$ cat src/rtl/core/median_ema_distance_filter_top_assert.svh
// Assertion macros shared by the distance filter RTL
`ifndef MEDIAN_EMA_DISTANCE_FILTER_TOP_ASSERT_SVH
`define MEDIAN_EMA_DISTANCE_FILTER_TOP_ASSERT_SVH

`ifndef ASSERT_OFF

// same-cycle implication, disabled during reset
`define ASSERT_IMPLIES(label, clk, rst, ante, cons) \
  label: assert property (@(posedge clk) disable iff (rst) (ante) |-> (cons)) \
    else $error("assertion failed");

// next-cycle implication, disabled during reset
`define ASSERT_NEXT(label, clk, rst, ante, cons) \
  label: assert property (@(posedge clk) disable iff (rst) (ante) |=> (cons)) \
    else $error("assertion failed");

`else

`define ASSERT_IMPLIES(label, clk, rst, ante, cons)
`define ASSERT_NEXT(label, clk, rst, ante, cons)

`endif

`endif

$ cat src/rtl/core/medf_pkg.sv
// Types and constants of the median and moving-average distance filter
`timescale 1ns / 1ps

package medf_pkg;

  // field widths
  localparam int DIST_W   = 16;
  localparam int STATUS_W = 8;
  localparam int GAIN_W   = 16;
  localparam int AVG_W    = 24;
  localparam int FRAC_W   = 8;
  localparam int PROD_W   = GAIN_W + AVG_W;

  // q1.15 gain of one and the half-lsb used for rounding the blend
  localparam logic [GAIN_W-1:0] GAIN_ONE      = 16'd32768;
  localparam logic [GAIN_W-1:0] GAIN_RESET    = 16'd16384;
  localparam logic [PROD_W-1:0] BLEND_ROUND   = 40'd16384;
  localparam logic [AVG_W:0]    OUT_ROUND     = 25'd128;
  localparam logic [AVG_W-1:0]  AVG_MAX       = 24'hFFFFFF;
  localparam logic [AVG_W-1:0]  AVG_LIMIT     = 24'hFFFF00;
  localparam logic [DIST_W-1:0] DIST_MAX      = 16'hFFFF;

  // sequencer states
  typedef enum logic [7:0] {
    ST_IDLE  = 8'b0000_0001,
    ST_RD_I  = 8'b0000_0010,
    ST_CAND  = 8'b0000_0100,
    ST_SWEEP = 8'b0000_1000,
    ST_CHECK = 8'b0001_0000,
    ST_MUL_A = 8'b0010_0000,
    ST_MUL_B = 8'b0100_0000,
    ST_DONE  = 8'b1000_0000
  } state_t;

endpackage

$ cat src/rtl/core/medf_ram.sv
// Generic single write port, single read port RAM with registered read
`timescale 1ns / 1ps

module medf_ram #(
  parameter int WIDTH = 16,
  parameter int DEPTH = 5
) (
  input  logic                                    clk,
  input  logic                                    we,
  input  logic [(DEPTH > 1 ? $clog2(DEPTH) : 1)-1:0] waddr,
  input  logic [WIDTH-1:0]                        wdata,
  input  logic [(DEPTH > 1 ? $clog2(DEPTH) : 1)-1:0] raddr,
  output logic [WIDTH-1:0]                        rdata
);

  logic [WIDTH-1:0] mem [DEPTH];

  // write port and registered read port
  always_ff @(posedge clk) begin
    if (we) begin
      mem[waddr] <= wdata;
    end
    rdata <= mem[raddr];
  end

endmodule

$ cat src/rtl/core/median_ema_distance_filter_top.sv
// Distance filter: ring window, upper median search, exponential average
//
// Usage:
//   Input channel (in_valid/in_ready) carries distance_mm, range_status and
//   read_error. A request with read_error clear and range_status zero is a good
//   sample; it goes into a ring window of WINDOW_SIZE entries, the upper median
//   of the filled entries is found, and that median seeds or updates an
//   exponential average kept in q16.8. Output channel (out_valid/out_ready)
//   returns one result per input request: filtered_mm and sample_accepted.
//   A bad sample returns the previous filtered_mm with sample_accepted low.
//   cfg_write/cfg_data set the q1.15 gain of the new median (values above one
//   act as one); write it only while the block is idle.
// Sequence (n = filled entries after the write, 1..WINDOW_SIZE):
//   bad sample: goes straight from accept to the done state and its result.
//   good sample: candidates are tried in entry order; for each, the median
//   search reads the n window RAM entries one entry per cycle and counts
//   those below and at or below it, and it stops at the candidate where the
//   median sits. The seeding sample sets the average; the blend of later
//   ones uses one 16x24 multiplier twice. in_ready is high only in idle.
// Reset clears window fill, average, last output and gain (0.5). If the
// receiver stalls, the finished result holds; the next request is still taken
// and worked, and its result then waits until the output register is free.
`timescale 1ns / 1ps

`include "median_ema_distance_filter_top_assert.svh"

module median_ema_distance_filter_top #(
  parameter int WINDOW_SIZE = 5
) (
  input  logic                           clk,
  input  logic                           rst,
  // input channel
  input  logic                           in_valid,
  output logic                           in_ready,
  input  logic [medf_pkg::DIST_W-1:0]    distance_mm,
  input  logic [medf_pkg::STATUS_W-1:0]  range_status,
  input  logic                           read_error,
  // output channel
  output logic                           out_valid,
  input  logic                           out_ready,
  output logic [medf_pkg::DIST_W-1:0]    filtered_mm,
  output logic                           sample_accepted,
  // gain register
  input  logic                           cfg_write,
  input  logic [medf_pkg::GAIN_W-1:0]    cfg_data
);

  localparam int AW = (WINDOW_SIZE > 1) ? $clog2(WINDOW_SIZE) : 1;
  localparam int CW = $clog2(WINDOW_SIZE + 1);
  localparam logic [CW-1:0] FILL_FULL = CW'(WINDOW_SIZE);
  localparam logic [AW-1:0] SLOT_LAST = AW'(WINDOW_SIZE - 1);

  medf_pkg::state_t state;

  // control and architectural state
  logic [CW-1:0]                fill_count;
  logic [AW-1:0]                write_slot;
  logic [medf_pkg::AVG_W-1:0]   average_q16_8;
  logic                         average_seeded;
  logic [medf_pkg::DIST_W-1:0]  last_output;
  logic [medf_pkg::GAIN_W-1:0]  smoothing_gain;

  // working registers of the search and blend
  logic                         good_sample;
  logic [AW-1:0]                cand_idx;
  logic [medf_pkg::DIST_W-1:0]  cand;
  logic [CW-1:0]                sweep_idx;
  logic                         pend;
  logic [CW-1:0]                below;
  logic [CW-1:0]                at_or_below;
  logic [medf_pkg::PROD_W-1:0]  acc;

  // ram ports
  logic                         ram_we;
  logic [AW-1:0]                ram_waddr;
  logic [AW-1:0]                ram_raddr;
  logic [medf_pkg::DIST_W-1:0]  ram_rdata;

  logic                         in_fire;
  logic                         in_good;
  logic [CW-1:0]                rank;
  logic                         hit;
  logic                         out_free;

  logic [medf_pkg::GAIN_W-1:0]  gain_eff;
  logic [medf_pkg::GAIN_W-1:0]  gain_inv;
  logic [medf_pkg::GAIN_W-1:0]  mul_a;
  logic [medf_pkg::AVG_W-1:0]   mul_b;
  logic [medf_pkg::PROD_W-1:0]  prod;
  logic [medf_pkg::PROD_W-1:0]  blend_sum;
  logic [medf_pkg::AVG_W:0]     blend_q;
  logic [medf_pkg::AVG_W-1:0]   blend_avg;
  logic [medf_pkg::AVG_W:0]     round_sum;
  logic [medf_pkg::DIST_W:0]    round_q;
  logic [medf_pkg::DIST_W-1:0]  rounded;

  // handshake and sample check
  assign in_ready = (state == medf_pkg::ST_IDLE);
  assign in_fire  = in_valid && in_ready;
  assign in_good  = !read_error && (range_status == '0);
  assign out_free = !out_valid || out_ready;

  // window write goes to the next free entry, then to the ring slot
  assign ram_we    = in_fire && in_good;
  assign ram_waddr = (fill_count < FILL_FULL) ? fill_count[AW-1:0] : write_slot;
  assign ram_raddr = (state == medf_pkg::ST_SWEEP) ? sweep_idx[AW-1:0] : cand_idx;

  medf_ram #(
    .WIDTH (medf_pkg::DIST_W),
    .DEPTH (WINDOW_SIZE)
  ) u_window (
    .clk   (clk),
    .we    (ram_we),
    .waddr (ram_waddr),
    .wdata (distance_mm),
    .raddr (ram_raddr),
    .rdata (ram_rdata)
  );

  // rank test of the current candidate
  assign rank = fill_count >> 1;
  assign hit  = (below <= rank) && (rank < at_or_below);

  // shared multiplier: gain times median, then one-minus-gain times average
  assign gain_eff  = (smoothing_gain > medf_pkg::GAIN_ONE) ? medf_pkg::GAIN_ONE
                                                           : smoothing_gain;
  assign gain_inv  = medf_pkg::GAIN_ONE - gain_eff;
  assign mul_a     = (state == medf_pkg::ST_MUL_A) ? gain_eff : gain_inv;
  assign mul_b     = (state == medf_pkg::ST_MUL_A) ? {cand, {medf_pkg::FRAC_W{1'b0}}}
                                                   : average_q16_8;
  assign prod      = medf_pkg::PROD_W'(mul_a) * medf_pkg::PROD_W'(mul_b);
  assign blend_sum = acc + prod + medf_pkg::BLEND_ROUND;
  assign blend_q   = blend_sum[medf_pkg::PROD_W-1:15];
  assign blend_avg = blend_q[medf_pkg::AVG_W] ? medf_pkg::AVG_MAX
                                              : blend_q[medf_pkg::AVG_W-1:0];

  // output rounding with saturation
  assign round_sum = {1'b0, average_q16_8} + medf_pkg::OUT_ROUND;
  assign round_q   = round_sum[medf_pkg::AVG_W:medf_pkg::FRAC_W];
  assign rounded   = round_q[medf_pkg::DIST_W] ? medf_pkg::DIST_MAX
                                               : round_q[medf_pkg::DIST_W-1:0];

  // gain register
  always_ff @(posedge clk) begin
    if (rst) begin
      smoothing_gain <= medf_pkg::GAIN_RESET;
    end else if (cfg_write) begin
      smoothing_gain <= cfg_data;
    end
  end

  // sequencer, control state and output register
  always_ff @(posedge clk) begin
    if (rst) begin
      state          <= medf_pkg::ST_IDLE;
      fill_count     <= '0;
      write_slot     <= '0;
      average_q16_8  <= '0;
      average_seeded <= 1'b0;
      last_output    <= '0;
      out_valid      <= 1'b0;
    end else begin
      // the done state refills the output register itself
      if (out_valid && out_ready && (state != medf_pkg::ST_DONE)) begin
        out_valid <= 1'b0;
      end
      case (state)
        medf_pkg::ST_IDLE: begin
          if (in_fire) begin
            good_sample <= in_good;
            cand_idx    <= '0;
            if (in_good) begin
              if (fill_count < FILL_FULL) begin
                fill_count <= fill_count + 1'b1;
              end
              write_slot <= (write_slot == SLOT_LAST) ? '0 : write_slot + 1'b1;
              state      <= medf_pkg::ST_RD_I;
            end else begin
              state <= medf_pkg::ST_DONE;
            end
          end
        end
        medf_pkg::ST_RD_I: begin
          state <= medf_pkg::ST_CAND;
        end
        medf_pkg::ST_CAND: begin
          cand        <= ram_rdata;
          sweep_idx   <= '0;
          pend        <= 1'b0;
          below       <= '0;
          at_or_below <= '0;
          state       <= medf_pkg::ST_SWEEP;
        end
        medf_pkg::ST_SWEEP: begin
          // compare the entry read last cycle, issue the next read
          if (pend) begin
            if (ram_rdata < cand) begin
              below <= below + 1'b1;
            end
            if (ram_rdata <= cand) begin
              at_or_below <= at_or_below + 1'b1;
            end
          end
          if (sweep_idx < fill_count) begin
            sweep_idx <= sweep_idx + 1'b1;
            pend      <= 1'b1;
          end else begin
            pend <= 1'b0;
            if (!pend) begin
              state <= medf_pkg::ST_CHECK;
            end
          end
        end
        medf_pkg::ST_CHECK: begin
          if (hit) begin
            if (average_seeded) begin
              state <= medf_pkg::ST_MUL_A;
            end else begin
              average_q16_8  <= {cand, {medf_pkg::FRAC_W{1'b0}}};
              average_seeded <= 1'b1;
              state          <= medf_pkg::ST_DONE;
            end
          end else begin
            cand_idx <= cand_idx + 1'b1;
            state    <= medf_pkg::ST_RD_I;
          end
        end
        medf_pkg::ST_MUL_A: begin
          acc   <= prod;
          state <= medf_pkg::ST_MUL_B;
        end
        medf_pkg::ST_MUL_B: begin
          average_q16_8 <= blend_avg;
          state         <= medf_pkg::ST_DONE;
        end
        medf_pkg::ST_DONE: begin
          // hand the result over once the output register is free
          if (out_free) begin
            out_valid       <= 1'b1;
            sample_accepted <= good_sample;
            if (good_sample) begin
              filtered_mm <= rounded;
              last_output <= rounded;
            end else begin
              filtered_mm <= last_output;
            end
            state <= medf_pkg::ST_IDLE;
          end
        end
        default: begin
          state <= medf_pkg::ST_IDLE;
        end
      endcase
    end
  end

  // window fill never passes the window size
  `ASSERT_IMPLIES(a_fill_bound, clk, rst, 1'b1, fill_count <= FILL_FULL)
  // the average stays inside the q16.8 range of a 16-bit median
  `ASSERT_IMPLIES(a_avg_range, clk, rst, average_seeded, average_q16_8 <= medf_pkg::AVG_LIMIT)
  // a rejected sample repeats the last filtered value
  `ASSERT_IMPLIES(a_reject_hold, clk, rst, out_valid && !sample_accepted, filtered_mm == last_output)
  // a missed candidate always leaves another filled entry to try
  `ASSERT_IMPLIES(a_search_bound, clk, rst, (state == medf_pkg::ST_CHECK) && !hit, CW'(cand_idx) + 1'b1 < fill_count)
  // the blend only runs on a seeded average
  `ASSERT_NEXT(a_blend_seeded, clk, rst, state == medf_pkg::ST_CHECK && hit && !average_seeded, state == medf_pkg::ST_DONE && average_seeded)

endmodule

$ cat config.mk
export PLATFORM = sky130hd
export DESIGN_NAME = median_ema_distance_filter_top
export DESIGN_NICKNAME = d
export VERILOG_FILES = /design/src/rtl/core/medf_pkg.sv /design/src/rtl/core/medf_ram.sv /design/src/rtl/core/median_ema_distance_filter_top.sv
export VERILOG_INCLUDE_DIRS = /design/src /design/src/rtl/core
export SDC_FILE = /design/constraint.sdc
export NUM_CORES = 1
export LEC_CHECK = 0
export ABC_AREA = 0
export BUFFER_PORTS_ARGS = -buffer_cell sky130_fd_sc_hd__buf_4
export CAP_MARGIN = 10
export CORE_MARGIN = 4
export CORE_UTILIZATION = 57
export CTS_CLUSTER_DIAMETER = 120
export DETAILED_ROUTE_END_ITERATION = 8
export HOLD_SLACK_MARGIN = 0.02
export PLACE_DENSITY = 0.74
export SKIP_CTS_REPAIR_TIMING = 1
export SYNTH_ARGS = -nofsm -noshare
export SYNTH_HDL_FRONTEND = slang
export SYNTH_SLANG_ARGS = --single-unit
$ cat constraint.sdc
create_clock -name clk -period 19.8 [get_ports clk]
set_clock_uncertainty 0.05 [all_clocks]
set_input_delay 0.99 -clock clk [delete_from_list [all_inputs] [get_ports clk]]
set_output_delay 0.99 -clock clk [all_outputs]
set_load 0.005 [all_outputs]
==> impl_metrics.toml <==
[yosys]
syn-num-nets = 3244
register_area_share_after_synthesis_pct = 26.76
yosysWarningCount = 0
syn-instance-count = 2675
mappedNetlistArea_um2 = 25320
distinct_cell_type_count_of_the_synthesized_netlist = 93
synth_enable_flop_cells = 167
yosys_register_bits = 255
asyncSetResetFlopFracSynth_pct = 0
synth_ff_type = "sky130_fd_sc_hd__edfxtp_1"
synthesis.area_per_instance_um2 = 9.465

[floorplanning]
die-width_um = 218.8
design.die.area_um2 = 47860
chipHeight_um = 218.8
num_rows = 76
coreArea_um2 = 43460
top_level_ports = 65
initial_utilization_pct = 58.26

[worst_setup_path]
worstSetupEndpointType = "flop"
crit_type = "flop to flop"
critPathSlowestCell = "sky130_fd_sc_hd__a311oi_4"
critical_path_peak_fanout = 16
cp_data_required_time_ns = 20.13
slowest_delay_ns = 0.78
worst_ep_arrival_time_ns = 13.71
timing.critical_path.from_type = "flop"
critical-path-top-cell-by-count = "sky130_fd_sc_hd__fa_1"

[clock_network]
cts_tree = "built"
clockRootBuffer = "sky130_fd_sc_hd__clkbuf_16"
htree_levels = 1
clock_sink_count = 255
numCtsBuffers = 25
worst_skew_pair.late_latency_ns = 0.55
maximum_root_to_sink_buffer_count = 3
clk_pin_slew_worst_paths_ns = 0.07

[power_and_ir_drop]
p_per_area_nw_per_um2 = 49.21
power_leakage_uw = 0.01239
irDropWorstVdd_v = 0.00006731
post-layout-total-power_uw = 1334

[timing]
fmax_mhz = 74.76
min_period_ns = 13.38
fin_tns_setup_ns = 0
final_max_slew_viol_count = 0
fin_worst_hold_slack_ns = 0.3864
period_share_pct = 67.56
rsz0062_at_grt = "no"
finalHoldViolCount = 0
tightest_slew_ns = 1.298
finalSetupViolations = 0
slew_headroom_pct = 13.13

[routing]
dr.pass1.iters = 6
route.antenna.remaining_nets = 0
totalWireLength_um = 64290
drc_errors = 0
vias_per_cell = 5.780
route.detailed.wl_per_inst_um = 19.58
route.vias.total = 18975
drt_iter0_drc = 1348

[finish]
antennaDiodeCount = 0
post_layout_nonfiller_instances = 3283
num-fill-cells = 3651
flow.area_growth_from_synthesis_pct = 7.037
most_frequent_cells_in_the_layout = "sky130_fd_sc_hd__inv_1 (420), sky130_fd_sc_hd__nand2_1 (402), sky130_fd_sc_hd__fa_1 (306), sky130_fd_sc_hd__nor2_1 (233), sky130_fd_sc_hd__ha_1 (217)"
layout_commonest_cell = "sky130_fd_sc_hd__inv_1"
num-nets-final = 3250
final_cell_area_um2 = 27100
drive_gt1_share_pct = 8.080

[place]
gp_routability_congestion = 0.9551
place_hpwl_um = 50760
port_buffers = 64
cell_area_reported_after_detailed_placement_um2 = 26270
place_inst = 3236

[grt]
grt_pass1_wl_um = 103500
grt_pass1_vias = 19505
grt_remaining_overflow = 0
grt_start_max_net_pins = 73
antenna_found_initial = 0
track_usage_pct = 27.31

[status]
status = "finished clean"

[flow_run]
max_cap_violations = 0

[min_path]
hold_class = "flop to flop"
[cells by family (layout without fill, tap and decap cells)]
| kind of cell | after synthesis | in the layout | synth area share (%) |
|---|---|---|---|
| AOI/OAI and AO/OA | 393 | 393 | 10.75 |
| DFF | 255 | 255 | 26.76 |
| buffers and inverters | 537 | 560 | 8.366 |
| xor gates and xnor gates | 78 | 78 | 2.757 |
| adders and majority gates | 523 | 523 | 34.92 |
| and+or+nand+nor | 848 | 848 | 14.73 |
| muxes | 41 | 41 | 1.710 |
[routing by layer]
layer,global-route usage (%),wire [um],up-vias
li1,-,-,8724
met1,35.75,25910,9452
met2,47.42,32020,653
met3,3.156,3641,146
met4,9.395,2719,0
met5,0,0,-
[cell type report]
cell class	instances	area [um2]	share of cell area, %
clock inverter	14	137.6	0.5078
sequential	255	6777	25.00
multi-input combinational	1883	16490	60.85
inverter	422	1587	5.854
tap	585	732.0	2.701
clock buffer	30	664.4	2.452
timing repair buffer	94	713.2	2.632
[worst max-delay path, delay by kind of cell (launching register included)]
family	cells	cell delay [ns]
buffers and inverters	5	0.26
xor gates and xnor gates	3	0.52
DFF	1	0.36
and+or+nand+nor	14	3.91
AOI/OAI and AO/OA	14	3.68
adders and majority gates	10	4.42
[stage by stage]
step | utilization [%] | setup slack, ns
after floorplan | - | 8.569
after global placement | 60.45 | 6.935
after detailed placement | 60.45 | 6.490
after CTS | 62.29 | 6.459
after global routing | 62.36 | 5.627
final | 62.36 | 6.424
[synthesized netlist by cell type (all sizes together), types with 7 or more instances]
cell / number / area share [%]
a211oi: 26 / 0.81
nor3: 18 / 0.40
inv: 421 / 6.3
a21o: 41 / 1.2
a221oi: 19 / 0.93
ha: 217 / 11
nand2b: 13 / 0.32
edfxtp: 167 / 20
dfxtp: 88 / 7.0
xor2: 21 / 0.73
fa: 306 / 24
mux2i: 23 / 0.91
o21bai: 8 / 0.25
buf: 27 / 0.79
a21oi: 128 / 2.5
nor4: 10 / 0.30
mux2: 18 / 0.80
a311oi: 7 / 0.47
o21ai: 75 / 1.5
nand4: 16 / 0.40
nor2b: 18 / 0.45
xnor2: 57 / 2.0
and2: 45 / 1.1
clkbuf: 88 / 1.3
a221o: 7 / 0.28
nand2: 403 / 6.0
and3: 18 / 0.44
nor2: 237 / 3.6
o21a: 18 / 0.53
a31oi: 24 / 0.65
or3: 10 / 0.29
nand3: 34 / 0.69
or2: 7 / 0.17
[power breakdown]
| group | total, uW | switching, uW | internal, uW |
|---|---|---|---|
| registers | 616 | 22.1 | 594 |
| clock network | 471 | 205 | 266 |
| logic | 246 | 156 | 90.2 |
| total | 1330 | 383 | 951 |
[flip-flops by register name (all words and copies together) (netlist names)]
signal and cells:
u_window.mem 80, acc 40, average_q16_8 24, cand 16, filtered_mm 16, last_output 16
smoothing_gain 16, u_window.rdata 16, state 8, at_or_below 3, below 3, cand_idx 3
fill_count 3, sweep_idx 3, write_slot 3, average_seeded 1, good_sample 1, out_valid 1
pend 1, sample_accepted 1
[final timing paths]
path                                                startpoint                        endpoint  slack (ns)  cells past startpoint
worst max-delay path            smoothing_gain[2]$_SDFFE_PP0P_  average_q16_8[21]$_SDFFE_PP0P_        6.42                     46
worst min-delay path                u_window.rdata[14]$_DFF_P_              cand[14]$_DFFE_PP_        0.39                      0
worst max register to register  smoothing_gain[2]$_SDFFE_PP0P_  average_q16_8[21]$_SDFFE_PP0P_        6.42                     46
worst min register to register      u_window.rdata[14]$_DFF_P_              cand[14]$_DFFE_PP_        0.39                      0
Power figures use the tool's default switching activity.
